## config.mk

```make
export PLATFORM = sky130hd
export DESIGN_NAME = pixel_grayscale_negative_converter_flat
export DESIGN_NICKNAME = d
export VERILOG_FILES = /design/src/sv/pgnc_pkg.sv /design/src/sv/pgnc_in_if.sv /design/src/sv/pgnc_out_if.sv /design/src/sv/pixel_grayscale_negative_converter.sv /design/src/flat_wrapper.sv
export SDC_FILE = /design/constraint.sdc
export NUM_CORES = 1
export LEC_CHECK = 0
export ABC_AREA = 1
export BUFFER_PORTS_ARGS = -buffer_cell sky130_fd_sc_hd__buf_2
export CORE_AREA = 5 5 215 217
export DETAILED_ROUTE_END_ITERATION = 10
export DIE_AREA = 0 0 220 222
export PLACE_DENSITY_LB_ADDON = 0.15
export SLEW_MARGIN = 20
export SYNTH_ARGS = -nofsm -noshare
export SYNTH_HDL_FRONTEND = slang
export SYNTH_SLANG_ARGS = --single-unit
```

## constraint.sdc

```tcl
create_clock -name clk -period 18.25 [get_ports clk]
set_clock_uncertainty 0.05 [all_clocks]
set_input_delay 1.825 -clock clk [delete_from_list [all_inputs] [get_ports clk]]
set_output_delay 1.825 -clock clk [all_outputs]
set_load 0.01 [all_outputs]
```

## src/sv/pgnc_pkg.sv

```systemverilog
`default_nettype none
package pgnc_pkg;

  // pixel word and configuration widths
  localparam int PIXEL_W    = 32;
  localparam int FORMAT_W   = 4;
  localparam int CFG_DATA_W = 4;
  localparam int CHAN_W     = 8;
  localparam int SHIFT_W    = 5;
  localparam int LUMA_W     = 24;

  // format codes at or above this are unknown
  localparam logic [FORMAT_W-1:0] NUM_KNOWN_FORMATS = 4'd12;

  typedef enum logic [FORMAT_W-1:0] {
    FMT_RGBA8888 = 4'd0,
    FMT_ARGB8888 = 4'd1,
    FMT_BGRA8888 = 4'd2,
    FMT_ABGR8888 = 4'd3,
    FMT_RGBA4444 = 4'd4,
    FMT_ARGB4444 = 4'd5,
    FMT_BGRA4444 = 4'd6,
    FMT_ABGR4444 = 4'd7,
    FMT_RGB24    = 4'd8,
    FMT_RGB888   = 4'd9,
    FMT_BGR24    = 4'd10,
    FMT_BGR888   = 4'd11
  } format_t;

  typedef enum logic {
    MODE_GRAY     = 1'b0,
    MODE_NEGATIVE = 1'b1
  } mode_t;

  // configuration register indexes
  typedef enum logic {
    CFG_PIXEL_FORMAT = 1'b0,
    CFG_EFFECT_MODE  = 1'b1
  } cfg_index_t;

  // Q0.16 rec709 luma weights
  localparam logic [LUMA_W-1:0] COEF_R = 24'd13938;
  localparam logic [LUMA_W-1:0] COEF_G = 24'd46869;
  localparam logic [LUMA_W-1:0] COEF_B = 24'd4730;

  localparam logic [CHAN_W-1:0] MASK_8BIT = 8'hFF;
  localparam logic [CHAN_W-1:0] MASK_4BIT = 8'h0F;

  // per format channel positions
  localparam logic [SHIFT_W-1:0] SHIFT_R [12] =
    '{5'd24, 5'd16, 5'd8, 5'd0, 5'd12, 5'd8, 5'd4, 5'd0, 5'd16, 5'd16, 5'd0, 5'd0};
  localparam logic [SHIFT_W-1:0] SHIFT_G [12] =
    '{5'd16, 5'd8, 5'd16, 5'd8, 5'd8, 5'd4, 5'd8, 5'd4, 5'd8, 5'd8, 5'd8, 5'd8};
  localparam logic [SHIFT_W-1:0] SHIFT_B [12] =
    '{5'd8, 5'd0, 5'd24, 5'd16, 5'd4, 5'd0, 5'd12, 5'd8, 5'd0, 5'd0, 5'd16, 5'd16};
  localparam logic [SHIFT_W-1:0] SHIFT_A [12] =
    '{5'd0, 5'd24, 5'd0, 5'd24, 5'd0, 5'd12, 5'd0, 5'd12, 5'd0, 5'd0, 5'd0, 5'd0};
  localparam logic WIDE_CHAN [12] =
    '{1'b1, 1'b1, 1'b1, 1'b1, 1'b0, 1'b0, 1'b0, 1'b0, 1'b1, 1'b1, 1'b1, 1'b1};
  localparam logic HAS_ALPHA [12] =
    '{1'b1, 1'b1, 1'b1, 1'b1, 1'b1, 1'b1, 1'b1, 1'b1, 1'b0, 1'b0, 1'b0, 1'b0};

  typedef struct packed {
    logic [PIXEL_W-1:0] pixel;
    logic               unknown;
  } result_t;

  function automatic result_t convert(logic [PIXEL_W-1:0] pix,
                                      logic [FORMAT_W-1:0] fmt,
                                      mode_t mode);
    result_t              res;
    logic [CHAN_W-1:0]    mask;
    logic [CHAN_W-1:0]    r;
    logic [CHAN_W-1:0]    g;
    logic [CHAN_W-1:0]    b;
    logic [CHAN_W-1:0]    a;
    logic [LUMA_W-1:0]    luma;
    logic [SHIFT_W-1:0]   sr;
    logic [SHIFT_W-1:0]   sg;
    logic [SHIFT_W-1:0]   sb;
    logic [SHIFT_W-1:0]   sa;
    logic [PIXEL_W-1:0]   word;
    res = '0;
    if (fmt >= NUM_KNOWN_FORMATS) begin
      res.pixel   = pix;
      res.unknown = 1'b1;
    end else begin
      sr   = SHIFT_R[fmt];
      sg   = SHIFT_G[fmt];
      sb   = SHIFT_B[fmt];
      sa   = SHIFT_A[fmt];
      mask = WIDE_CHAN[fmt] ? MASK_8BIT : MASK_4BIT;
      r    = CHAN_W'(pix >> sr) & mask;
      g    = CHAN_W'(pix >> sg) & mask;
      b    = CHAN_W'(pix >> sb) & mask;
      a    = CHAN_W'(pix >> sa) & mask;
      if (mode == MODE_GRAY) begin
        // weights sum to 65537, so the top byte never overflows the channel
        luma = COEF_R * LUMA_W'(r) + COEF_G * LUMA_W'(g) + COEF_B * LUMA_W'(b);
        r    = luma[LUMA_W-1:16] & mask;
        g    = r;
        b    = r;
      end else begin
        r = mask - r;
        g = mask - g;
        b = mask - b;
      end
      word = (PIXEL_W'(r) << sr) | (PIXEL_W'(g) << sg) | (PIXEL_W'(b) << sb);
      if (HAS_ALPHA[fmt]) begin
        word = word | (PIXEL_W'(a) << sa);
      end
      res.pixel   = word;
      res.unknown = 1'b0;
    end
    return res;
  endfunction

endpackage
`default_nettype wire

```

## src/sv/pgnc_in_if.sv

```systemverilog
`default_nettype none
interface pgnc_in_if;
  logic                          valid;
  logic                          ready;
  logic [pgnc_pkg::PIXEL_W-1:0]  in_pixel;

  modport source (output valid, output in_pixel, input ready);
  modport sink   (input valid, input in_pixel, output ready);
endinterface
`default_nettype wire

```

## src/sv/pgnc_out_if.sv

```systemverilog
`default_nettype none
interface pgnc_out_if;
  logic                          valid;
  logic                          ready;
  logic [pgnc_pkg::PIXEL_W-1:0]  out_pixel;
  logic                          format_unknown;

  modport source (output valid, output out_pixel, output format_unknown, input ready);
  modport sink   (input valid, input out_pixel, input format_unknown, output ready);
endinterface
`default_nettype wire

```

## src/sv/pixel_grayscale_negative_converter.sv

```systemverilog
`default_nettype none
// Pixel grayscale / colour-negative converter. Each request on in_ch carries one packed
// pixel, which is unpacked by the pixel_format register (8888 and 4444 in RGBA, ARGB, BGRA
// and ABGR orders, or 24-bit RGB/BGR without alpha), then turned into truncated rec709
// luma (written into every colour channel) or colour-inverted against the channel maximum,
// depending on effect_mode, and repacked in the same format with alpha kept. Unused high
// bits of the result are zero. Format codes 12 to 15 pass the pixel through untouched and
// set format_unknown. The block takes one pixel per clock when out_ch keeps up: a pixel
// is held first in the input register and then in the result register, and the luma
// multiply-add sits between the two. in_ch.ready drops only when both stages
// hold a pixel and the result is not taken. Write the configuration only while no pixel
// is in flight; writes with cfg_we high land at the next rising edge.
module pixel_grayscale_negative_converter (
  input  wire logic                              clk,
  input  wire logic                              rst_n,
  input  wire logic                              cfg_we,
  input  wire logic                              cfg_index,
  input  wire logic [pgnc_pkg::CFG_DATA_W-1:0]   cfg_data,
  pgnc_in_if.sink                                in_ch,
  pgnc_out_if.source                             out_ch
);

  // configuration registers
  logic [pgnc_pkg::FORMAT_W-1:0] fmt_r;
  pgnc_pkg::mode_t               mode_r;

  // input stage
  logic                          s1_valid_r;
  logic [pgnc_pkg::PIXEL_W-1:0]  pix_r;

  // result stage
  logic                          out_valid_r;
  pgnc_pkg::result_t             res_r;
  pgnc_pkg::result_t             res_nxt;

  logic adv;
  logic in_take;

  always_ff @(posedge clk) begin
    if (!rst_n) begin
      fmt_r  <= '0;
      mode_r <= pgnc_pkg::MODE_GRAY;
    end else if (cfg_we) begin
      unique case (pgnc_pkg::cfg_index_t'(cfg_index))
        pgnc_pkg::CFG_PIXEL_FORMAT: fmt_r  <= cfg_data;
        pgnc_pkg::CFG_EFFECT_MODE:  mode_r <= pgnc_pkg::mode_t'(cfg_data[0]);
        default: ;
      endcase
    end
  end

  // result stage can load when empty or being drained
  assign adv          = !out_valid_r || out_ch.ready;
  assign in_ch.ready  = !s1_valid_r || adv;
  assign in_take      = in_ch.valid && in_ch.ready;

  always_ff @(posedge clk) begin
    if (!rst_n) begin
      s1_valid_r <= 1'b0;
    end else if (in_ch.ready) begin
      s1_valid_r <= in_ch.valid;
    end
  end

  always_ff @(posedge clk) begin
    if (in_take) begin
      pix_r <= in_ch.in_pixel;
    end
  end

  // unpack, convert and repack in one pass
  always_comb begin
    res_nxt = pgnc_pkg::convert(pix_r, fmt_r, mode_r);
  end

  always_ff @(posedge clk) begin
    if (!rst_n) begin
      out_valid_r <= 1'b0;
    end else if (adv) begin
      out_valid_r <= s1_valid_r;
    end
  end

  always_ff @(posedge clk) begin
    if (adv && s1_valid_r) begin
      res_r <= res_nxt;
    end
  end

  assign out_ch.valid          = out_valid_r;
  assign out_ch.out_pixel      = res_r.pixel;
  assign out_ch.format_unknown = res_r.unknown;

`ifndef SYNTHESIS
  // unknown format passes the buffered pixel straight through
  a_unknown_passthrough: assert property (@(posedge clk) disable iff (!rst_n)
    (s1_valid_r && adv && fmt_r >= pgnc_pkg::NUM_KNOWN_FORMATS)
      |=> (out_ch.format_unknown && out_ch.out_pixel == $past(pix_r)))
    else $error("unknown format did not pass the pixel through");

  // 4444 results never touch the upper half word
  a_4444_upper_zero: assert property (@(posedge clk) disable iff (!rst_n)
    (out_valid_r && (fmt_r == pgnc_pkg::FMT_RGBA4444 || fmt_r == pgnc_pkg::FMT_ARGB4444 ||
                     fmt_r == pgnc_pkg::FMT_BGRA4444 || fmt_r == pgnc_pkg::FMT_ABGR4444))
      |-> (out_ch.out_pixel[31:16] == 16'h0000 && !out_ch.format_unknown))
    else $error("4444 result has bits above bit 15");

  // no new request while both stages are full and the result is stalled
  a_full_backpressure: assert property (@(posedge clk) disable iff (!rst_n)
    (s1_valid_r && out_valid_r && !out_ch.ready) |-> !in_ch.ready)
    else $error("input accepted while pipeline full");

  // a taken request reaches the input stage
  a_take_fills_stage: assert property (@(posedge clk) disable iff (!rst_n)
    in_take |=> (s1_valid_r && pix_r == $past(in_ch.in_pixel)))
    else $error("accepted pixel lost at input stage");
`endif

endmodule
`default_nettype wire

```

## src/flat_wrapper.sv

```systemverilog
// flat-port wrapper written by rule: the top's interface ports become plain ports
module pixel_grayscale_negative_converter_flat 
  (clk, rst_n, cfg_we, cfg_index, cfg_data, in_ch_valid, in_ch_in_pixel, in_ch_ready, out_ch_valid, out_ch_out_pixel, out_ch_format_unknown, out_ch_ready);
  pgnc_in_if in_ch_i ();
  pgnc_out_if out_ch_i ();
  input  wire logic clk;
  input  wire logic rst_n;
  input  wire logic cfg_we;
  input  wire logic cfg_index;
  input  wire logic [pgnc_pkg::CFG_DATA_W-1:0] cfg_data;
  input wire logic [$bits(in_ch_i.valid)-1:0] in_ch_valid;
  input wire logic [$bits(in_ch_i.in_pixel)-1:0] in_ch_in_pixel;
  output wire logic [$bits(in_ch_i.ready)-1:0] in_ch_ready;
  output wire logic [$bits(out_ch_i.valid)-1:0] out_ch_valid;
  output wire logic [$bits(out_ch_i.out_pixel)-1:0] out_ch_out_pixel;
  output wire logic [$bits(out_ch_i.format_unknown)-1:0] out_ch_format_unknown;
  input wire logic [$bits(out_ch_i.ready)-1:0] out_ch_ready;
  assign in_ch_i.valid = in_ch_valid;
  assign in_ch_i.in_pixel = in_ch_in_pixel;
  assign in_ch_ready = in_ch_i.ready;
  assign out_ch_valid = out_ch_i.valid;
  assign out_ch_out_pixel = out_ch_i.out_pixel;
  assign out_ch_format_unknown = out_ch_i.format_unknown;
  assign out_ch_i.ready = out_ch_ready;
  pixel_grayscale_negative_converter u_core (.clk(clk), .rst_n(rst_n), .cfg_we(cfg_we), .cfg_index(cfg_index), .cfg_data(cfg_data), .in_ch(in_ch_i), .out_ch(out_ch_i));
endmodule
```

* After elaboration in Yosys (flattened, before gate mapping)
Memory sizes are Yosys's and may differ from the RTL's.
Index checks and enable logic that the tools add are counted.
** Storage, ports and cells
- Flip-flop bits (word level) :: 72
- ROM bits :: 352
- Bits of input ports :: 42
- Output and inout bits :: 35
- Logic and storage cells :: 70
- Memories :: 6
** Memory list
- (name not given) :: words 16, bits a word 5, rd ports 1, clocked after memory_dff 0, write ports 0, RTL line pgnc_pkg.sv:88 : sr = SHIFT_R[fmt];
- (name not given) :: words 16, bits a word 5, rd ports 1, clocked after memory_dff 0, write ports 0, RTL line pgnc_pkg.sv:89 : sg = SHIFT_G[fmt];
- (name not given) :: words 16, bits a word 5, rd ports 1, clocked after memory_dff 0, write ports 0, RTL line pgnc_pkg.sv:90 : sb = SHIFT_B[fmt];
- (name not given) :: words 16, bits a word 5, rd ports 1, clocked after memory_dff 0, write ports 0, RTL line pgnc_pkg.sv:91 : sa = SHIFT_A[fmt];
- (name not given) :: words 16, bits a word 1, rd ports 1, clocked after memory_dff 0, write ports 0, RTL line pgnc_pkg.sv:109 : if (HAS_ALPHA[fmt]) begin
- (name not given) :: words 16, bits a word 1, rd ports 1, clocked after memory_dff 0, write ports 0, RTL line pgnc_pkg.sv:92 : mask = WIDE_CHAN[fmt] ? MASK_8BIT : MASK_4BIT;
** Operators by class
- $add $sub $neg :: 5
- Multipliers :: 3
- $lt $le $gt $ge :: 2
- Shifts and indexed selects :: 8
- Muxes and demuxes :: 21
- Bitwise gates (word level) :: 10
- Reduce and logical (&&, ||, !) cells :: 8
** Operators by type and width (count)
- 8-bit by 5-bit left shift with 32-bit output :: 4
- 32-bit by 5-bit >> shifter with 8-bit output :: 4
- 32-bit OR :: 3
- 8-bit two-way mux :: 7
- 8-bit bitwise AND :: 5
- 5-bit two-way mux :: 8
- 33-bit two-way mux :: 1
- 32-bit two-way mux :: 1
- 22-bit by 24-bit adder with 24-bit output :: 1
- 24-bit by 21-bit adder with 24-bit output :: 1
- 16-bit by 8-bit multiplier with 24-bit output, first input constant :: 1
- 8-bit subtractor :: 3
- 13-bit by 8-bit multiplier with 21-bit output, first input constant :: 1
- 12-bit by 8-bit multiplier with 20-bit output, first input constant :: 1
- 5-bit greater-or-equal comparator, second input constant :: 1
- 4-bit NOT with 5-bit output :: 1
- 4-bit greater-or-equal comparator, second input constant :: 1
- 1-bit two-way mux :: 4
- 2-bit AND reduction :: 2
- 1-bit logical AND :: 2
- 1-bit logical NOT :: 2
- 1-bit logical OR :: 2
- 1-bit NOT :: 1

* Depth between registers and ports, before layout
- Word-level depth :: 18
- Gate-level depth with buffers :: 62

* Worst setup path before layout
Ideal clock, no wire load.
- Kind :: register to register
- Start :: register u_core.fmt_r[0] in the netlist's numbering
- End :: register u_core.res_r (netlist bit u_core.out_ch.out_pixel[21]), data pin
- Data arrival time :: 9414 ps
- Required time :: 17951 ps
- Path slack :: 8537 ps
- Stages on the path, launching flop included :: 51
- Clock period less this slack :: 9713 ps
- Cells stage by stage :: dfxtp_1 -> inv_2 -> ha_1 -> nand2_4 -> buf_6 -> buf_2 -> o21ai_0 -> nand2_1 -> a32o_1 -> nor2_1 -> inv_1 -> ha_1 -> inv_1 -> ha_1 -> fa_1 -> fa_1 -> fa_1 -> ha_1 -> [15 not listed] -> inv_1 -> fa_1 -> inv_1 -> ha_1 -> a21oi_1 -> o21ai_0 -> a21oi_1 -> nor2_1 -> nor3_1 -> nand2_1 -> o21ai_0 -> nand2_1 -> nand3_1 -> nand2_1 -> a21oi_1 -> nand3_1 -> nand2_1 -> inv_1
** RTL lines
- start, declared :: RTL line pixel_grayscale_negative_converter.sv:24 : logic [pgnc_pkg::FORMAT_W-1:0] fmt_r;
- start signal, assigned :: RTL line pixel_grayscale_negative_converter.sv:45 : pgnc_pkg::CFG_PIXEL_FORMAT: fmt_r <= cfg_data;
- end signal, assigned :: RTL line pixel_grayscale_negative_converter.sv:86 : res_r <= res_nxt;
- end, declared :: RTL line pixel_grayscale_negative_converter.sv:33 : pgnc_pkg::result_t res_r;

==> metrics <==
die width=220 µm; Antenna Violating Nets Remaining=0; clk root buf=clkbuf_16; vias in the first global route=11990; Initial Util=between 20% and 30%; CTS Sinks=72; post-cts resize count=0; initial antenna violation count=0; path depth of the worst reg2reg path=49; Final Cell Area=14450 µm²; Routed WL per cell=roughly 20 µm; WP buf/inv=8; crit path DAT=11.68 ns; CP top delay family=adder cells; all-layer global routing usage=between 10% and 20%; setup total negative slack=0 ns; relative max-transition margin=between 30% and 40%; Placer Congestion=around 0.95; number of synthesized flops with an enable pin=65; TritonCTS clock tree=yes; worst hold path endpoint=u_core.out_ch.valid; Worst path most repeated cell=nand2_1; largest net degree at the start of global routing=75; FP Rows=77; flop-to-flop setup slack=6.60 ns; synthesized instance count=1794; Post-Layout Cell Count=2449; Num CTS Buffers=9; slowest stage cell, crit path=dfxtp_1; Tightest Pin Transition=1.038 ns; cts hold-fix bufs=0; worst-path fanout max=27; Netlist cell types=58; area growth from synthesis to layout=10.36%; outcome=complete, no violations; # fillers=between 4000 and 5000; Die ar.=48840 µm²; clock-pin slew on the worst setup and hold paths=0.06 ns; syn_area_per_cell=7.297 µm²; Starting DRT DRC Count=1137; htree depth=3; total grt overflow=0; Slew Limit Fails=0; sequential share of the synthesized area=15.98%; Yosys top cell area share=roughly 17%; synthesis-stage register bit count=72; Final HPWL DP=40300 µm; FF/Latch Area=around 2100 µm²; top cells by count, synth=366 x nand2_1, 333 x inv_1, 176 x ha_1; Main synth FF type=edfxtp_1; min Tclk post-route=approximately 12 ns; hold path start=u_core.out_ch.valid; period utilization=63.86%; Post-synth ARST share=0%; maxcap violations=0; total number of yosys warnings=0; nets=2180; critical path class=reg2reg; Via Count=approximately 12000; Peak Freq=85.81 MHz; worst skew pair latency=about 0.35 ns; Post-Route WL=49250 µm; Setup crit end kind=register; FF-to-FF Start=u_core.fmt_r[3]; dpl cells=2433; fin util=32.89%; top-count cell post-synth=nand2_1; final hold viol count=0; post-synth top area cell=fa_1; DRC viols=0; CP startpoint kind=register; DR pass1 iterations=6; die height=222 µm; I/O pin count=77; worst hold path stage count=2; multi-input logic area=9492 µm²; setup bufs post-CTS=0; share of post-route cells with drive strength above 1=8.939%; Max stage delay on crit path=0.93 ns; syn_nets=2122; Setup Viol. Count Final=0; Clock Path Buffers=2; WP data required=~18 ns; antenna diode count=0; FF-to-FF End=u_core.out_ch.out_pixel[9]; first-pass GRT wire length=74380 µm; dpl cell area=14150 µm²; ranking of synthesized cells by area=fa_1 17%, ha_1 17%, edfxtp_1 15%, nand2_1 10%, inv_1 9.5%; setup repair after global routing missed its margin=no; average vias per placed instance=roughly 5.0; Port-buffer cells=76; CORE AREA=43930 µm²; synthesized cell area=13090 µm²; Hold WC Path Type=reg2reg
[metal layers]
metal	routed length, µm	GRT usage [%]
met1	23210	29.35
met2	21330	29.94
met3	3716	4.274
met4	992	4.288
met5	0	0
[state kept, by name, indices dropped and copies added (netlist names)]
name	count
u_core.fmt_r	4
u_core.mode_r	1
u_core.out_ch.format_unknown	1
u_core.out_ch.out_pixel	32
u_core.out_ch.valid	1
u_core.pix_r	32
u_core.s1_valid_r	1
[stage by stage]
stage / worst slack [ns] / hold slack, ns
2_1_floorplan: 8.537 / 0.3977
3_3_place_gp: 6.774 / 0.4689
3_5_place_dp: 6.712 / 0.4797
4_1_cts: 6.687 / 0.4884
5_1_grt: 5.750 / 0.5129
6_report: 6.596 / 0.4863
[placed cells by master (no fill, tap or decap), types with 13 or more instances in the layout]
cell type,instances
a21oi_1,109
buf_2,76
buf_4,20
edfxtp_1,65
fa_1,110
ha_1,176
inv_1,332
nand2_1,365
nand3_1,125
nand4_1,24
nor2_1,142
nor3_1,13
o21ai_0,119
o21bai_1,15
xor2_1,24
[logic make-up after synthesis]
logic type	count (synthesis)	share of synthesized area, %
DFF	72	15.98
AOI/OAI and AO/OA	299	12.97
xor gates and xnor gates	32	2.141
adders and majority gates	286	33.64
buffers and inverters	393	11.66
and+or+nand+nor	712	23.61
[how the worst max path moves through the flow]
stage	startpoint	depth (start not counted)	slack, ns	endpoint
2_1_floorplan	u_core.fmt_r[0]	50	8.54	u_core.out_ch.out_pixel[21]
3_3_place_gp	u_core.fmt_r[3]	45	6.77	u_core.out_ch.out_pixel[8]
3_5_place_dp	u_core.fmt_r[3]	45	6.71	u_core.out_ch.out_pixel[8]
4_1_cts	u_core.fmt_r[3]	49	6.69	u_core.out_ch.out_pixel[9]
5_1_grt	u_core.fmt_r[3]	55	5.75	u_core.out_ch.out_pixel[21]
6_report	u_core.fmt_r[3]	49	6.60	u_core.out_ch.out_pixel[9]
[area by class of cell]
| type | instances | share of cell area, % |
|---|---|---|
| multi-input combinational | 1329 | 65.70 |
| sequential | 72 | 14.48 |
| inverter | 344 | 8.972 |
| tap | 592 | 5.127 |
| timing repair buffer | 96 | 3.672 |
| clock buffer | 10 | 1.585 |
| clock inverter | 6 | 0.4677 |
[worst min-delay path: cells and delay by family (launching register included)]
| kind | cells | cell delay, ns |
|---|---|---|
| flip-flops | 1 | 0.36 |
| AND/OR/NAND/NOR | 1 | 0.08 |
| AO/OA/AOI/OAI | 1 | 0.05 |
Power is left out: the tool's default activity adds up to more than one toggle a clock period on the data nets, which glitch-free logic cannot reach.
